[src/hdl/bbrf_queue.sv]
`default_nettype none
module bbrf_queue #(
  parameter int WIDTH = 8,
  parameter int DEPTH = 4
) (
  input  wire logic             clk,
  input  wire logic             rst,
  input  wire logic             in_valid,
  output logic                  in_ready,
  input  wire logic [WIDTH-1:0] in_data,
  output logic                  out_valid,
  input  wire logic             out_ready,
  output logic      [WIDTH-1:0] out_data
);

  localparam int PW = $clog2(DEPTH) + 1;

  logic [WIDTH-1:0] slots [DEPTH];
  logic [PW-1:0]    wr_ptr;
  logic [PW-1:0]    rd_ptr;
  logic             push;
  logic             pop;

  // The extra pointer bit tells a full queue from an empty one.
  assign in_ready  = !((wr_ptr[PW-1] != rd_ptr[PW-1]) &&
                       (wr_ptr[PW-2:0] == rd_ptr[PW-2:0]));
  assign out_valid = (wr_ptr != rd_ptr);
  assign out_data  = slots[rd_ptr[PW-2:0]];
  assign push      = in_valid && in_ready;
  assign pop       = out_valid && out_ready;

  always_ff @(posedge clk) begin
    if (rst) begin
      wr_ptr <= '0;
      rd_ptr <= '0;
    end else begin
      if (push) begin
        wr_ptr <= wr_ptr + PW'(1);
      end
      if (pop) begin
        rd_ptr <= rd_ptr + PW'(1);
      end
    end
  end

  always_ff @(posedge clk) begin
    if (push) begin
      slots[wr_ptr[PW-2:0]] <= in_data;
    end
  end

endmodule
`default_nettype wire

[config.mk]
export PLATFORM = sky130hd
export DESIGN_NAME = bbrf_queue
export DESIGN_NICKNAME = d
export VERILOG_FILES = /design/src/hdl/bbrf_queue.sv
export SDC_FILE = /design/constraint.sdc
export NUM_CORES = 1
export LEC_CHECK = 0
export BUFFER_PORTS_ARGS = -buffer_cell sky130_fd_sc_hd__buf_4
export CORE_MARGIN = 1
export CORE_UTILIZATION = 25
export DETAILED_ROUTE_END_ITERATION = 8
export PLACE_DENSITY = 0.42
export SETUP_SLACK_MARGIN = 0.02
export SYNTH_ARGS = -nofsm -noshare
export SYNTH_HDL_FRONTEND = slang
export SYNTH_SLANG_ARGS = --single-unit
[constraint.sdc]
create_clock -name clk -period 2.3 [get_ports clk]
set_input_delay 0.23 -clock clk [delete_from_list [all_inputs] [get_ports clk]]
set_output_delay 0.23 -clock clk [all_outputs]
set_load 0.1 [all_outputs]
==> Yosys cells after proc, flatten, opt, wreduce, memory -nomap -nowiden <==
Memory sizes are Yosys's and may differ from the RTL's. A register that Yosys moved wholly into a read port is not among the register bits.
Index checks and enable logic that the tools add are counted.
{ "op_classes": {"addsub": 2, "n_eq_ne": 3, "mux": 4, "reduce_logical": 4} }
{ "ops": {"columns": ["cell", "count"], "rows": [
  ["$add A3 B1 Y3 const B", 2],
  ["$mux W2", 2],
  ["$logic_and A1 B1 Y1", 3],
  ["$ne A3 B3 Y1", 1],
  ["$eq A2 B2 Y1", 1],
  ["$mux W1", 2],
  ["$logic_not A1 Y1", 1],
  ["$ne A1 B1 Y1", 1]
]} }
{ "totals": {"ff_bits": 6, "ramBits": 32, "input_bits": 12, "memories": 1} }
{ "memory_table": {"columns": ["name", "words", "word_bits", "rd", "rd_ports_with_merged_regs", "write_ports", "line", "text"], "rows": [
  ["slots", 4, 8, 1, 1, 1, "18", "logic [WIDTH-1:0] slots [DEPTH];"]
]} }

==> Longest topological paths before layout <==
{ "logic_depth": {"depth_word": 6, "mapped_depth": 5, "mapped_depth_nobuf": 4} }

==> Worst setup path before layout <==
OpenSTA, ideal clock, no wires.
{ "synth_timing": {"kind": "register -> output", "startpoint": "register wr_ptr[0]", "endpoint": "output port in_ready", "t_arrival_ns": 1.507, "t_required_ns": 2.070, "slack_ns": 0.563, "path_stages_with_launch": 4, "cell_sequence": "dfxtp_1 -> xor2_1 -> nor2_1 -> nand2_1"} }
{ "synth_between": {"elab_chain_len": 3} }
{ "synth_rtl": {"columns": ["element", "line", "text"], "rows": [
  ["start: declaration", "19", "logic [PW-1:0] wr_ptr;"],
  ["start signal: assignment", "38", "wr_ptr <= wr_ptr + PW'(1);"],
  ["$eq A2 B2 Y1", "26", "(wr_ptr[PW-2:0] == rd_ptr[PW-2:0]));"],
  ["$logic_and A1 B1 Y1", "25", "assign in_ready = !((wr_ptr[PW-1] != rd_ptr[PW-1]) &&"],
  ["$logic_not A1 Y1", "25", null],
  ["end: declaration", "9", "output logic in_ready,"]
]} }
Every way passes these cells.

==> Final worst setup path <==
{ "layout_timing": {"startpoint": "register wr_ptr[0]", "endpoint": "output port out_valid"} }
{ "layout_between": {"elab_chain_len": 1} }
{ "layout_rtl": {"columns": ["element", "line", "text"], "rows": [
  ["$ne A3 B3 Y1", "27", "assign out_valid = (wr_ptr != rd_ptr);"],
  ["end: declaration", "11", "output logic out_valid,"]
]} }
Every way passes these cells.

==> metrics.md <==
| Metric | Value |
|---|---|
| Routed Antenna Nets | `0` |
| DRT Pass-1 Iters | `8` |
| Crit-path slowest cell | `dfxtp_1` |
| GPL Wtd Cong | `0.776` |
| Critical path required time | `2.07 ns` |
| Worst Path Max Fanout | `8` |
| Cell variety after synth | `26` |
| Core Rows | `29` |
| Area growth syn-to-layout | `21.3%` |
| DP HPWL | `2.23 mm` |
| # resized after CTS | `0` |
| Post-synthesis net count | `129` |
| Part of the cycle the worst path needs | `86.3%` |
| Largest net degree at the start of global routing | `14` |
| Share of layout cells above drive strength 1 | `28.6%` |
| Failing checks | `DRC` |
| Crit-path cells | `xor2_1 > nor2_1 > nand2_1 > buf_4` |
| TNS Setup | `0 ns` |
| Max-slew headroom | `59.5%` |
| Initial core utilization | `26.5%` |
| Vias | `1003` |
| CP Data Arrival Time | `1.76 ns` |
| Diodes inserted | `0` |
| Seq/Total Area, Yosys | `65.2%` |
| Count of final max-slew check failures | `0` |
| Final core occ | `32.1%` |
| Hold Crit Class | `in2reg` |
| Most frequent cells in the layout | `edfxtp_1 (32), buf_4 (25), mux4_2 (8), dfxtp_1 (8)` |
| Crit path launch type | `flip-flop` |
| Unrepaired setup endpoints after global routing | `false` |
| Crit Path Category | `reg2out` |
| Vias in the first global route | `1008` |
| Finish-stage setup viols | `0` |
| Clock Tree Root | `clkbuf_8` |
| CP endpoint kind | `output pin` |
| Synthesized instance count | `112` |
| H-tree Lvls | `2` |
| Initial antenna violation count | `0` |
| Syn Area/Cell | `15.4 µm²` |
| Yosys reg bits | `40` |
| Slowest Stage Delay on Critical Path | `0.49 ns` |
| CTS Buffer Depth | `2` |
| Die ar. | `7220 µm²` |
| Area share of the largest cell type after synthesis | `55.9%` |
| Fin. Hold Viols | `0` |
| Worst slew pin tran | `0.604 ns` |
| Worst skew pair latency | `0.28 ns` |
| Outcome | `complete, but fails checks` |
| # IOs | `22` |
| Fmax | `0.504 GHz` |
| CTS tree | `yes` |
| Die H | `85.0 µm` |
| PortBufs | `21` |
| Final clock skew | `0.00349 ns` |
| Clock Sinks | `40` |
| Residual DRC | `3` |
| Die width | `85.0 µm` |
| Clk pin slew, worst setup/hold paths | `0.08 ns` |
| Remaining global-route overflow | `0` |
| GRT Total Usage | `9.58%` |
| Most common cell after layout, fill and taps aside | `edfxtp_1` |
| Fin nets | `156` |
| Post-CTS Setup Inserts | `0` |
| Crit path time final | `1.99 ns` |
| Vias per std cell | `4.62` |
| Synth area leader | `edfxtp_1` |
| Drt wl/cell | `14.8 µm` |
| Max Cap Viol | `0` |
| 1st-iter DRT viols | `44` |
| # fillers | `624` |
| Cts bufs inserted | `5` |
| First-pass GRT wire length | `5.04 mm` |
| Cts hold-fix bufs | `0` |
| Synth area leaders | `edfxtp_1 (56%), mux4_2 (10%), dfxtp_1 (9.3%)` |
| Synth Cell Area | `1720 µm²` |
| DRT Wirelength | `3.22 mm` |
| Synthesis Warnings | `0` |
| Core ar. | `6490 µm²` |
[path summary, 6_finish.rpt]
kind	depth (start not counted)	to	slack, ns	start
worst max-delay path	4	out_valid	0.31	wr_ptr[0]
worst min-delay path	1	slots[0][1]	0.14	in_data[1]
worst max register to register	3	slots[0][0]	0.47	wr_ptr[1]
worst min register to register	2	rd_ptr[2]	0.54	rd_ptr[2]
[area by class of cell]
type,count,area [µm²],area share (%)
sequential,40,1120,53.7
clock inverter,3,42.5,2.04
inverter,4,15.0,0.719
timing repair buffer,25,188,8.99
tap,77,96.3,4.62
clock buffer,5,68.8,3.30
multi-input combinational,63,556,26.6
[layer usage]
| metal | GRT usage (%) | wire length [µm] |
|---|---|---|
| met5 | 0 | 0 |
| met1 | 11.4 | 1430 |
| met4 | 4.16 | 51 |
| met2 | 15.8 | 1560 |
| met3 | 3.11 | 174 |
[cells in the mapped netlist (all sizes together)]
cell type / count
a31oi: 3
clkbuf: 1
xor2: 3
a211o: 2
nand4: 4
buf: 4
inv: 4
nand3: 6
nor2: 1
mux4: 8
a41oi: 2
a21oi: 3
xnor2: 3
nand2: 6
dfxtp: 8
edfxtp: 32
ha: 5
o21ai: 4
or4: 1
nor2b: 2
and2: 3
o211ai: 2
nor3b: 4
and3: 1
[stage by stage]
step / hold slack (ns) / std cells / worst slack, ns / cell area (µm²)
floorplan: 0.329 / 112 / 0.563 / 1720
global placement: 0.433 / 209 / 0.523 / 1980
detailed placement: 0.435 / 209 / 0.490 / 1980
CTS: 0.127 / 217 / 0.294 / 2090
global route: 0.129 / 217 / 0.183 / 2090
finish: 0.140 / 217 / 0.314 / 2090
[sequential cells by signal, summed over array words and instances (netlist names), named ones only]
signal  cells
slots      32
rd_ptr      3
wr_ptr      3
[critical path: cells and delay by family, from the launching register on]
kind / cells / cell delay, ns
simple gates: 2 / 0.24
flops: 1 / 0.49
xor+xnor: 1 / 0.45
buf+inv: 1 / 0.29
[kinds of logic after synthesis]
| kind of cell | after synthesis | synth area share, % |
|---|---|---|
| flip-flops | 40 | 65.2 |
| adder cells (fa/ha/maj) | 5 | 3.64 |
| XOR/XNOR | 6 | 3.06 |
| AO/OA/AOI/OAI | 16 | 6.04 |
| multiplexers | 8 | 10.5 |
| AND/OR/NAND/NOR | 28 | 9.09 |
| buffers and inverters | 9 | 2.54 |
Power is not shown: default switching activity piles up to over one toggle a cycle in this logic, so the estimate is an artifact.
