File: src/hdl/bbrf_pkg.sv
`default_nettype none
package bbrf_pkg;

  localparam int CAPACITY    = 1024;
  localparam int DATA_W      = 64;
  localparam int COUNT_W     = 4;
  localparam int FILL_W      = 11;
  localparam int BANKS       = 8;
  localparam int BANK_W      = 3;
  localparam int QUEUE_DEPTH = 4;

  typedef enum logic [1:0] {
    ACT_PUSH  = 2'd0,
    ACT_POP   = 2'd1,
    ACT_PEEK  = 2'd2,
    ACT_CLEAR = 2'd3
  } action_t;

  typedef enum logic [1:0] {
    ST_OK       = 2'd0,
    ST_OVERFLOW = 2'd1,
    ST_EMPTY    = 2'd2
  } status_t;

  typedef enum logic [1:0] {
    KIND_NONE  = 2'd0,
    KIND_WRITE = 2'd1,
    KIND_READ  = 2'd2
  } kind_t;

  // Work handed from the front to the back; the store pointer travels beside it.
  typedef struct packed {
    kind_t               kind;
    logic [COUNT_W-1:0]  cnt;
    status_t             status;
    logic [FILL_W-1:0]   fill;
    logic [DATA_W-1:0]   data;
  } cmd_t;

endpackage
`default_nettype wire

File: src/hdl/bbrf_front.sv
`default_nettype none
module bbrf_front #(
  parameter int BURST_BYTES = 8,
  parameter int AW          = 10,
  parameter int CW          = 11
) (
  input  wire logic                             clk,
  input  wire logic                             rst,
  input  wire logic                             in_valid,
  output logic                                  in_ready,
  input  wire bbrf_pkg::action_t                action,
  input  wire logic [bbrf_pkg::DATA_W-1:0]      push_bytes,
  input  wire logic [bbrf_pkg::COUNT_W-1:0]     byte_count,
  output logic                                  q_valid,
  input  wire logic                             q_ready,
  output bbrf_pkg::cmd_t                        q_cmd,
  output logic      [AW-1:0]                    q_ptr
);

  logic [AW-1:0]                  head_index;
  logic [AW-1:0]                  tail_index;
  logic [CW-1:0]                  held_count;
  logic [AW-1:0]                  head_index_next;
  logic [AW-1:0]                  tail_index_next;
  logic [CW-1:0]                  held_count_next;
  logic [bbrf_pkg::COUNT_W-1:0]   cnt_sat;
  logic [bbrf_pkg::COUNT_W-1:0]   delivered;
  logic [CW-1:0]                  free_space;
  bbrf_pkg::status_t              status;
  bbrf_pkg::kind_t                kind;
  logic                           accept;

  assign in_ready = q_ready;
  assign q_valid  = in_valid;
  assign accept   = in_valid && q_ready;

  always_comb begin
    cnt_sat = (byte_count > bbrf_pkg::COUNT_W'(BURST_BYTES)) ?
              bbrf_pkg::COUNT_W'(BURST_BYTES) : byte_count;
    free_space = CW'(bbrf_pkg::CAPACITY) - held_count;
    delivered  = (held_count < CW'(cnt_sat)) ?
                 held_count[bbrf_pkg::COUNT_W-1:0] : cnt_sat;
    head_index_next = head_index;
    tail_index_next = tail_index;
    held_count_next = held_count;
    status          = bbrf_pkg::ST_OK;
    kind            = bbrf_pkg::KIND_NONE;
    q_ptr           = head_index;
    q_cmd.cnt       = '0;
    case (action)
      bbrf_pkg::ACT_PUSH: begin
        q_ptr = tail_index;
        if (free_space < CW'(cnt_sat)) begin
          status = bbrf_pkg::ST_OVERFLOW;
        end else begin
          kind            = bbrf_pkg::KIND_WRITE;
          q_cmd.cnt       = cnt_sat;
          tail_index_next = tail_index + AW'(cnt_sat);
          held_count_next = held_count + CW'(cnt_sat);
        end
      end
      bbrf_pkg::ACT_POP, bbrf_pkg::ACT_PEEK: begin
        if (held_count == '0) begin
          status = bbrf_pkg::ST_EMPTY;
        end else begin
          kind      = bbrf_pkg::KIND_READ;
          q_cmd.cnt = delivered;
          if (action == bbrf_pkg::ACT_POP) begin
            head_index_next = head_index + AW'(delivered);
            held_count_next = held_count - CW'(delivered);
          end
        end
      end
      bbrf_pkg::ACT_CLEAR: begin
        head_index_next = '0;
        tail_index_next = '0;
        held_count_next = '0;
      end
      default: begin
        status = bbrf_pkg::ST_OK;
      end
    endcase
    q_cmd.kind   = kind;
    q_cmd.status = status;
    q_cmd.fill   = bbrf_pkg::FILL_W'(held_count_next);
    q_cmd.data   = push_bytes;
  end

  always_ff @(posedge clk) begin
    if (rst) begin
      head_index <= '0;
      tail_index <= '0;
      held_count <= '0;
    end else if (accept) begin
      head_index <= head_index_next;
      tail_index <= tail_index_next;
      held_count <= held_count_next;
    end
  end

  a_fill_bounded: assert property (@(posedge clk) disable iff (rst)
    held_count <= CW'(bbrf_pkg::CAPACITY))
    else $error("fill count above capacity");

  a_clear_empties: assert property (@(posedge clk) disable iff (rst)
    (accept && action == bbrf_pkg::ACT_CLEAR) |=>
      (held_count == '0 && head_index == '0 && tail_index == '0))
    else $error("clear left state behind");

  a_overflow_keeps: assert property (@(posedge clk) disable iff (rst)
    (accept && status == bbrf_pkg::ST_OVERFLOW) |=>
      ($stable(held_count) && $stable(tail_index)))
    else $error("overflowing push changed the queue");

endmodule
`default_nettype wire

File: config.mk
export PLATFORM = sky130hd
export DESIGN_NAME = bbrf_front
export DESIGN_NICKNAME = d
export VERILOG_FILES = /design/src/hdl/bbrf_pkg.sv /design/src/hdl/bbrf_front.sv
export SDC_FILE = /design/constraint.sdc
export NUM_CORES = 1
export LEC_CHECK = 0
export BUFFER_PORTS_ARGS = -buffer_cell sky130_fd_sc_hd__buf_2
export CAP_MARGIN = 20
export CORE_MARGIN = 10
export CORE_UTILIZATION = 45
export DETAILED_ROUTE_END_ITERATION = 10
export PLACE_DENSITY = 0.82
export RECOVER_POWER = 50
export SLEW_MARGIN = 30
export SYNTH_ARGS = -nofsm -noshare
export SYNTH_HDL_FRONTEND = slang
export SYNTH_SLANG_ARGS = --single-unit
File: constraint.sdc
create_clock -name clk -period 5.99 [get_ports clk]
set_clock_uncertainty 0.1 [all_clocks]
set_input_delay 0.599 -clock clk [delete_from_list [all_inputs] [get_ports clk]]
set_output_delay 0.599 -clock clk [all_outputs]
set_load 0.02 [all_outputs]
## Word-level counts from Yosys, hierarchy flattened

Index checks and enable logic that the tools add are counted.

| word-level totals | value |
|---|---|
| register bits after elaboration | 31 |
| bits of input ports | 74 |
| output and inout port bits | 95 |
| logic and storage cells | 46 |

| operators by class | value |
|---|---|
| add/subtract/negate cells | 5 |
| order comparisons | 3 |
| eq/ne operators | 6 |
| multiplexer cells | 21 |
| reduce and logical (&&, ||, !) cells | 8 |

Operator list:

| kind | count |
|---|---|
| $mux 10 | 4 |
| $pmux 10 s2 | 2 |
| $mux 11 | 3 |
| $pmux 11 s3 | 1 |
| $lt 11x4->1 | 2 |
| $add 10x4->10 | 2 |
| $mux 4 | 4 |
| $add 11x4->11 | 1 |
| $logic_not 11->1 | 1 |
| $sub 11x11->11 const A | 1 |
| $sub 11x4->11 | 1 |
| $pmux 2 s2 | 2 |
| $pmux 4 s2 | 1 |
| $ne 2x2->1 const B | 3 |
| $eq 2x2->1 const B | 2 |
| $gt 4x4->1 const B | 1 |
| $mux 2 | 2 |
| $reduce_and 4->1 | 1 |
| $reduce_bool 2->1 | 2 |
| $reduce_and 3->1 | 1 |
| $eq 2x1->1 const B | 1 |
| $logic_not 2->1 | 1 |
| $mux 1 | 2 |
| $reduce_or 2->1 | 1 |
| $logic_and 1x1->1 | 1 |

## Longest topological paths before layout

Gate-level depths: netlist (run 1).

| depth | value |
|---|---|
| word-level depth | 8 |
| mapped depth | 18 |
| depth with buffers taken out | 18 |

## Least setup slack after synthesis (run 1)

Ideal clock, no wire load.

| timing path | value |
|---|---|
| kind | input port to output port |
| start | input port byte_count[3] (netlist name) |
| end | output port q_cmd[72] (netlist name) |
| arrival | 4.503 ns |
| required time | 5.291 ns |
| setup slack | 0.788 ns |
| cell stages on the path | 17 |
| buffers on the path | 0 |
| path through | inv_1 nand2_1 ha_1 nor2b_1 o21ai_0 nand2b_1 a2111oi_1 mux2_2 ha_1 inv_1 fa_1 a21o_1 a21oi_1 nand2_1 nor2_1 a31oi_1 o21ai_0 |

RTL lines:

| element | RTL line | RTL |
|---|---|---|
| start, declared | bbrf_front.sv:13 | `input wire logic [bbrf_pkg::COUNT_W-1:0] byte_count,` |
| end, declared | bbrf_front.sv:16 | `output bbrf_pkg::cmd_t q_cmd,` |

==> results of run 1 <==
[kinds of logic (layout without fill, tap and decap cells)]
kind of cell,after synthesis,in the layout,synth area share (%)
and+or+nand+nor,146,146,20.9
DFF,31,31,17.1
adders and majority gates,32,32,11.9
muxes,17,17,5.05
AOI/OAI and AO/OA,103,103,20.2
xor gates and xnor gates,23,23,5.56
buffers and inverters,117,81,19.2
[power groups by stage]
stage	Sequential, mW	Combinational (mW)	Clock [mW]
6_report	0.212	0.149	0.169
3_3_place_gp	0.217	0.142	0
2_1_floorplan	0.214	0.171	0
5_1_grt	0.212	0.161	0.177
4_1_cts	0.212	0.147	0.172
3_5_place_dp	0.217	0.146	0
[cells in the final DEF, fill, tap and decap left out, drive strengths merged, types with 6 or more instances in the layout]
cell type   n
buf        45
nor3        9
nor2b       7
mux2i       7
nand4      10
a21oi      25
a31oi       9
clkbuf      6
o21ai      13
and3        6
xor2       11
dfxtp      31
nor2       42
nand3      10
mux2       10
ha         28
a21o        7
nand2      27
inv        28
nand2b      9
xnor2      12
[through the flow]
stage | setup WS, ns | instance area, µm² | hold slack (ns)
2_1_floorplan | 0.788 | 3620 | 0.360
3_3_place_gp | 0.868 | 3390 | 0.370
3_5_place_dp | 0.731 | 3390 | 0.382
4_1_cts | 0.696 | 3480 | 0.391
5_1_grt | 0.343 | 3480 | 0.417
6_report | 0.599 | 3480 | 0.393
[state kept, by name, indices dropped and copies added (netlist names)]
| name | cells |
|---|---|
| held_count | 11 |
| head_index | 10 |
| tail_index | 10 |
[path summary, 6_finish.rpt]
path | startpoint | to | slack, ns | cells past startpoint
max | byte_count[3] | q_cmd[70] | 0.60 | 19
min | tail_index[0]$_SDFFE_PP0P_ | tail_index[0]$_SDFFE_PP0P_ | 0.39 | 2
max reg2reg | held_count[1]$_SDFFE_PP0P_ | held_count[6]$_SDFFE_PP0P_ | 1.54 | 17
min reg2reg | tail_index[0]$_SDFFE_PP0P_ | tail_index[0]$_SDFFE_PP0P_ | 0.39 | 2
[per-layer routing]
layer  GRT usage, %  wire (µm)  vias up  share of wire (%)
li1               -          -     1515                  -
met1           17.4       3810     1481                 41
met2           25.1       4500      179                 48
met3           3.57        778       42                8.3
met4           5.48        240        0                2.6
met5              0          0        -                  0
[critical path: stages]
cell	delay [ns]
buf_2	0.13
inv_1	0.15
nand2_1	0.19
ha_1	0.33
nor2b_1	0.13
o21ai_0	0.16
nand2b_1	0.08
a2111oi_1	0.39
buf_4	0.21
mux2_2	0.19
ha_1	0.19
inv_1	0.07
fa_1	0.41
a21o_1	0.20
a21oi_1	0.35
nor3b_1	0.41
a21oi_1	0.11
a32oi_1	0.19
buf_2	0.20
[final cells by class]
class / instances / area share [%]
clock buffers: 6 / 2.09
clock inverters: 2 / 0.360
inverters: 28 / 3.02
multi-input cells: 321 / 66.2
flip-flops and latches: 31 / 17.8
well taps: 102 / 3.67
repair buffers: 45 / 6.83
==> reports/qor.csv, run 1 <==
metric;value;unit
antenna_left;0;
post-route-drc-count;0;
slew_violations;0;
period_needed;5.39;ns
cts_root_buf;clkbuf_8;
period_share;90.0;%
area_growth;-3.90;%
setup_viol;0;
pwr-share-seq;40.0;%
pwr-share-clk;31.8;%
arrival;4.69;ns
antenna_found_initial;0;
synth_area_leader_cell;dfxtp_1;
path_max_fanout;6;
ios;169;
required;5.29;ns
cts_setup_buffers;0;
internal-power;0.344;mW
cts.sinks;31;
layoutNonFillerInstCount;535;
grt_pass1_wl;14600;µm
regArea;621;µm²
postCtsHoldBufs;0;
cts.htree.levels;2;
rows;32;
async_flop_share;0;%
yosysTopAreaCellShare;17.1;%
port_buffers;40;
gp_congestion;0.963;
cts_resized;0;
dp_cells;527;
dp_hpwl;7140;µm
drv_cap;0;
switching_share;35.1;%
insertion_delay;0.29;ns
initial_core_util;46.6;%
synth_seq_area_share;17.1;%
syn_avg_cell_area;7.72;µm²
hp-class;reg -> reg;
p_comb_share;28.1;%
setup_tns;0;ns
finalHoldViolations;0;
rsz0062_at_grt;false;
routed_wl;9330;µm
ir_drop;0.114;mV
cts_tree;yes;
leakage;1.52;nW
yosys.cell_types.count;65;
worst_slew_pin_slew;0.926;ns
p_per_area;152;nW/µm²
chipWidth;110;µm
die-area;12000;µm²
multi_input_comb_area;2300;µm²
grt_pass1_vias;3031;
synthTopCellsByArea;dfxtp_1 (17%), buf_4 (14%), ha_1 (9.7%);
yosysMostFrequentCell;buf_4;
grt_usage;14.7;%
synthesis.instances;469;
diodes;0;
maxSlewHeadroom;37.8;%
syn-num-nets;575;
cp-start-kind;input port;
path_class;in -> out;
finalPower;0.530;mW
coreArea;7770;µm²
grt_max_degree;26;
outcome;complete, no violations;
nFillCells;783;
max_freq;186;MHz
synth_area;3620;µm²
die_h;110;µm
route.vias.total;3217;
nets;538;
synth-edff-count;0;
clk_pin_slew_worst_paths;0.07;ns
ys_ff_latch;31;
crit_path_end_kind;output port;
cts_buffers;5;
synthTopCellsByCount;buf_4 (66), nor2_1 (42), dfxtp_1 (31);
viasPerCell;6.01;
final_util;44.8;%
synth_flop_cell;dfxtp_1;
overflow;0;
switchingPower;0.186;mW
yosysWarnings;0;
drive_gt1_share;16.6;%
clockBufferDepth;2;
wl_per_cell;17.4;µm
drt_first_pass_iters;5;
drt_iter0_markers;332;
No activity file was read; power rests on OpenSTA's default activity.
==> run 2: changes to the inputs <==
- CELL_PAD_IN_SITES_DETAIL_PLACEMENT: not set -> 0
- CELL_PAD_IN_SITES_GLOBAL_PLACEMENT: not set -> 1
- CORE_UTILIZATION: 45 -> 33
- PLACE_DENSITY: 0.82 -> 0.85
==> reports/qor.csv, run 2 (same netlist as run 1, synthesis figures left out) <==
metric;value;unit;change
outcome;complete, no violations;;unchanged
maxSlewHeadroom;37.0;%;was 37.8%
route.vias.total;3141;;was 3217
antenna_left;0;;unchanged
cts_root_buf;clkbuf_8;;unchanged
cp_slowest_cell;a2111oi_1;;was fa_1
initial_core_util;33.5;%;was 46.6%
crit_path_end_kind;output port;;unchanged
cts_setup_buffers;0;;unchanged
hp-class;reg -> reg;;unchanged
port_buffers;40;;unchanged
leakage;1.53;nW;was 1.52 nW
rsz0062_at_grt;false;;unchanged
required;5.29;ns;about the same
grt_usage;11.9;%;was 14.7%
largest_reg_flops;11;;unchanged
chipWidth;125;µm;was 110 µm
rows;38;;was 32
final_common_cell;nor2_1;;unchanged
drive_gt1_share;17.3;%;was 16.6%
postCtsHoldBufs;0;;unchanged
antenna_found_initial;0;;unchanged
viasPerCell;5.47;;was 6.01
multi_input_comb_area;2310;µm²;was 2300 µm²
insertion_delay;0.29;ns;about the same
dpl_worst_slack;0.540;ns;was 0.731 ns
finalPower;0.539;mW;was 0.530 mW
path_max_fanout;6;;unchanged
area_growth;-2.14;%;was -3.90%
routed_wl;9590;µm;was 9330 µm
dp_hpwl;7460;µm;was 7140 µm
layout_common_cells;nor2_1 (42), buf_2 (40), dfxtp_1 (31), inv_1 (28), ha_1 (28);;unchanged
worst_slew_pin_slew;0.932;ns;was 0.926 ns
grt_pass1_vias;3231;;was 3031
slew_violations;0;;unchanged
regArea;621;µm²;unchanged
cts_buffers;5;;unchanged
cts.sinks;31;;unchanged
cts_tree;yes;;unchanged
cts.htree.levels;2;;unchanged
clk_pin_slew_worst_paths;0.08;ns;was 0.07 ns
nets;539;;was 538
setup_viol;0;;unchanged
die_h;125;µm;was 110 µm
drt_first_pass_iters;4;;was 5
drt_iter0_markers;132;;was 332
overflow;0;;unchanged
finalHoldViolations;0;;unchanged
path_class;in -> out;;unchanged
max_stage_delay;0.54;ns;was 0.41 ns
diodes;0;;unchanged
top_regs;held_count (11), head_index (10), tail_index (10);;unchanged
period_share;91.9;%;was 90.0%
nFillCells;1130;;was 783
grt_max_degree;33;;was 26
setup_slack;0.487;ns;was 0.599 ns
coreArea;10800;µm²;was 7770 µm²
p_per_area;152;nW/µm²;about the same
setup_tns;0;ns;unchanged
wl_per_cell;16.7;µm;was 17.4 µm
cts_resized;0;;unchanged
gp_congestion;0.923;;was 0.963
max_freq;182;MHz;was 186 MHz
period_needed;5.50;ns;was 5.39 ns
crit_chain;buf_2, inv_1, nand2_1, ha_1, nor2b_1, o21ai_0, nand2b_1, a2111oi_1, buf_4, nor2_1, a21oi_1, ha_1, nor2b_1, o21a_1, o21ai_0, nand4_1, nor2_1, a311oi_1, a21oi_1, buf_2;;was buf_2, inv_1, nand2_1, ha_1, nor2b_1, o21ai_0, nand2b_1, a2111oi_1, buf_4, mux2_2, ha_1, inv_1, fa_1, a21o_1, a21oi_1, nor3b_1, a21oi_1, a32oi_1, buf_2
die-area;15600;µm²;was 12000 µm²
largest_register;held_count;;unchanged
ios;169;;unchanged
arrival;4.80;ns;was 4.69 ns
post-route-drc-count;0;;unchanged
drv_cap;0;;unchanged
clockBufferDepth;2;;unchanged
ir_drop;0.124;mV;was 0.114 mV
cp-start-kind;input port;;unchanged
grt_pass1_wl;16000;µm;was 14600 µm
## run 2: cell count changes in the layout (fill, tap and decap cells not counted)
cell	delta
nor3_1	-1
buf_4	+1
clkinvlp_4	+1
clkbuf_1	-1
nor3_2	+1
## run 2: power by group
part	switching [mW]	internal, mW	total (mW)
registers	0.00400	0.208	0.212
clock network	0.0954	0.0810	0.176
logic	0.0961	0.0549	0.151
total	0.196	0.344	0.539
## run 2: worst paths after layout
kind / startpoint / end / slack (ns) / cells past startpoint
max: byte_count[3] / q_cmd[73] / 0.49 / 20
min reg2reg: tail_index[0]$_SDFFE_PP0P_ / tail_index[0]$_SDFFE_PP0P_ / 0.41 / 2
min: tail_index[0]$_SDFFE_PP0P_ / tail_index[0]$_SDFFE_PP0P_ / 0.41 / 2
max reg2reg: held_count[1]$_SDFFE_PP0P_ / held_count[10]$_SDFFE_PP0P_ / 1.55 / 16
## run 2: critical path, delay by kind of cell
kind	cells	cell delay, ns
AOI/OAI and AO/OA	7	1.81
buffers and inverters	4	0.71
and+or+nand+nor	7	1.05
adders and majority gates	2	0.65
## run 2: area by class of cell
cell class                 instances  area share, %
clock buffer                       5           1.94
clock inverter                     3          0.565
inverter                          28           2.97
multi-input combinational        321           65.1
sequential                        31           17.5
tap                              140           4.94
timing repair buffer              46           6.92
## run 2: layer usage
layer	routed length, µm	GRT usage [%]
met4	218	4.66
met1	4050	13.4
met2	4770	21.4
met5	0	0
met3	545	2.55
## run 2: stage by stage
step	hold WS, ns	util [%]	std cells	instance area, µm²
finish	0.414	32.8	574	3540
global route	0.449	32.8	574	3540
CTS	0.416	32.8	574	3540
detailed placement	0.395	32.0	566	3450
global placement	0.382	32.0	566	3450
floorplan	0.360	-	469	3620
==> run 3: changes to the inputs <==
- CORE_UTILIZATION: 33 -> 30
- HOLD_SLACK_MARGIN: not set -> 0.06
- PLACE_DENSITY: 0.85 -> 0.88
- clock period: 5.99 -> 4.5 ns (I/O delays scaled with it)
==> reports/qor.csv, run 3 (same netlist as run 1, synthesis figures left out) <==
metric;value;unit;change
dp_cells;592;;was 566
outcome;complete, no violations;;unchanged
die_h;130;µm;was 125 µm
final_common_cell;nor2_1;;unchanged
cp_slowest_cell;a2111oi_4;;was a2111oi_1
nFillCells;1233;;was 1130
viasPerCell;5.33;;was 5.47
switching_share;30.8;%;was 36.3%
grt_max_degree;33;;unchanged
cts_tree;yes;;unchanged
diodes;0;;unchanged
clk_pin_slew_worst_paths;0.06;ns;was 0.08 ns
hp-class;reg -> reg;;unchanged
final_util;32.5;%;was 32.8%
port_buffers;40;;unchanged
initial_core_util;30.4;%;was 33.5%
insertion_delay;0.28;ns;was 0.29 ns
die-area;16900;µm²;was 15600 µm²
grt_usage;11.7;%;was 11.9%
finalHoldViolations;0;;unchanged
antenna_left;0;;unchanged
largest_register;held_count;;unchanged
clockBufferDepth;2;;unchanged
nets;561;;was 539
drt_first_pass_iters;5;;was 4
pwr-share-seq;30.6;%;was 39.3%
antenna_found_initial;0;;unchanged
slew_violations;0;;unchanged
critical_path.most_common_cell;buf_4;;
layout_common_cells;nor2_1 (41), buf_2 (36), buf_4 (32), dfxtp_1 (31);;was nor2_1 (42), buf_2 (40), dfxtp_1 (31), inv_1 (28), ha_1 (28)
grt_pass1_vias;3345;;was 3231
largest_reg_flops;11;;unchanged
top_regs;held_count (11), head_index (10), tail_index (10);;unchanged
grt_pass1_wl;16300;µm;was 16000 µm
overflow;0;;unchanged
stdcell_area;3870;µm²;was 3540 µm²
crit_path_end_kind;output port;;unchanged
coreArea;11900;µm²;was 10800 µm²
p_comb_share;25.8;%;was 28.0%
reg2reg_depth;18;;was 16
period_share;96.3;%;
period_needed;4.33;ns;
ir_drop;0.121;mV;was 0.124 mV
switchingPower;0.282;mW;was 0.196 mW
ios;169;;unchanged
gp_congestion;0.883;;was 0.923
wl_per_cell;16.5;µm;was 16.7 µm
max_stage_delay;0.42;ns;was 0.54 ns
pwr-share-clk;43.6;%;was 32.7%
post_dp_cell_area;3620;µm²;was 3450 µm²
worstHoldPathCells;2;;unchanged
area_growth;6.98;%;was -2.14%
required;3.95;ns;was 5.29 ns
post-route-drc-count;0;;unchanged
cts.htree.levels;2;;unchanged
max_freq;231;MHz;
drive_gt1_share;23.2;%;was 17.3%
cts_buffers;5;;unchanged
drv_cap;0;;unchanged
layoutNonFillerInstCount;603;;was 574
setup_viol;0;;unchanged
internal-power;0.634;mW;was 0.344 mW
leakage;1.69;nW;was 1.53 nW
worst_slew_pin_slew;0.729;ns;was 0.932 ns
path_max_fanout;4;;was 6
path_buf_inv;7;;was 4
rows;40;;was 38
crit_chain;buf_2, inv_1, buf_4, nand2_1, ha_1, o21ai_1, nand2b_1, a2111oi_4, mux2_4, ha_2, inv_1, fa_1, a21o_1, a21oi_2, buf_4, nand2_1, buf_4, a21oi_2, a311o_1, o21ai_1, buf_4;;was buf_2, inv_1, nand2_1, ha_1, nor2b_1, o21ai_0, nand2b_1, a2111oi_1, buf_4, nor2_1, a21oi_1, ha_1, nor2b_1, o21a_1, o21ai_0, nand4_1, nor2_1, a311oi_1, a21oi_1, buf_2
cts.sinks;31;;unchanged
postCtsHoldBufs;0;;unchanged
crit_cells;21;;was 20
maxSlewHeadroom;51.4;%;was 37.0%
hold_ws;0.395;ns;was 0.414 ns
route.vias.total;3214;;was 3141
cp-start-kind;input port;;unchanged
routed_wl;9970;µm;was 9590 µm
path_class;in -> out;;unchanged
arrival;3.78;ns;was 4.80 ns
chipWidth;130;µm;was 125 µm
path_delay_family;compound AO/OA/AOI/OAI gates;;unchanged
cts_root_buf;clkbuf_16;;was clkbuf_8
dp_hpwl;7770;µm;was 7460 µm
drt_iter0_markers;191;;was 132
finalPower;0.916;mW;was 0.539 mW
p_per_area;236;nW/µm²;was 152 nW/µm²
[run 3: changes by cell type in the layout (fill, tap and decap cells not counted), sizes merged]
cell / change
clkinv: +1
buf: +22
bufinv: +1
clkinvlp: -2
[run 3: layer usage]
layer	up-vias	global-route usage, %	routed length, µm
met5	-	0	0
met4	0	4.89	185
met3	23	2.72	583
met2	99	20.1	4940
met1	1529	13.7	4260
li1	1563	-	-
[run 3: repair_timing]
action,in CTS,in global routing
setup buffers,0,3
pin swaps,0,5
endpoints found under the setup margin,1,8
resized for setup,1,17
[run 3: per-stage QoR]
step                      setup WS [ns]  setup TNS, ns
after floorplan                  0.0259              0
after global placement            0.157              0
after detailed placement         0.0455              0
after CTS                        0.0516              0
after global routing            -0.0490         -0.222
final                             0.167              0
[run 3: power by group through the flow]
stage	clock network (mW)	registers (mW)	logic, mW
global route	0.415	0.281	0.257
global placement	0	0.286	0.219
floorplan	0	0.285	0.231
detailed placement	0	0.286	0.223
finish	0.399	0.280	0.236
CTS	0.404	0.280	0.225
[run 3: layout make-up]
cell class / instances / area (µm²) / share of cell area, %
Multi-Input combinational cell: 321 / 2370 / 61.3
Sequential cell: 31 / 621 / 16.0
Inverter: 28 / 105 / 2.71
Clock inverter: 3 / 43.8 / 1.13
Clock buffer: 5 / 125 / 3.23
Tap cell: 147 / 184 / 4.75
Timing Repair Buffer: 68 / 420 / 10.9
[run 3: worst register-to-register path, cell delays in order (launching register included)]
cell and delay (ns):
dfxtp_1 0.38, inv_2 0.14, ha_1 0.18, nor2b_1 0.05
o21ai_1 0.13, nand2b_1 0.11, a2111oi_4 0.42, mux2_4 0.24
ha_2 0.18, inv_1 0.05, fa_1 0.37, a21o_1 0.18
a21oi_2 0.14, buf_4 0.15, nor3b_4 0.21, buf_4 0.14
a31oi_1 0.08, a311oi_1 0.31, a211o_1 0.15
[run 3: path summary, 6_finish.rpt]
| kind | from | endpoint | slack [ns] |
|---|---|---|---|
| worst max-delay path | byte_count[3] | q_cmd[72] | 0.17 |
| worst min-delay path | tail_index[0]$_SDFFE_PP0P_ | tail_index[0]$_SDFFE_PP0P_ | 0.39 |
| worst max register to register | held_count[0]$_SDFFE_PP0P_ | held_count[6]$_SDFFE_PP0P_ | 0.74 |
| worst min register to register | tail_index[0]$_SDFFE_PP0P_ | tail_index[0]$_SDFFE_PP0P_ | 0.39 |
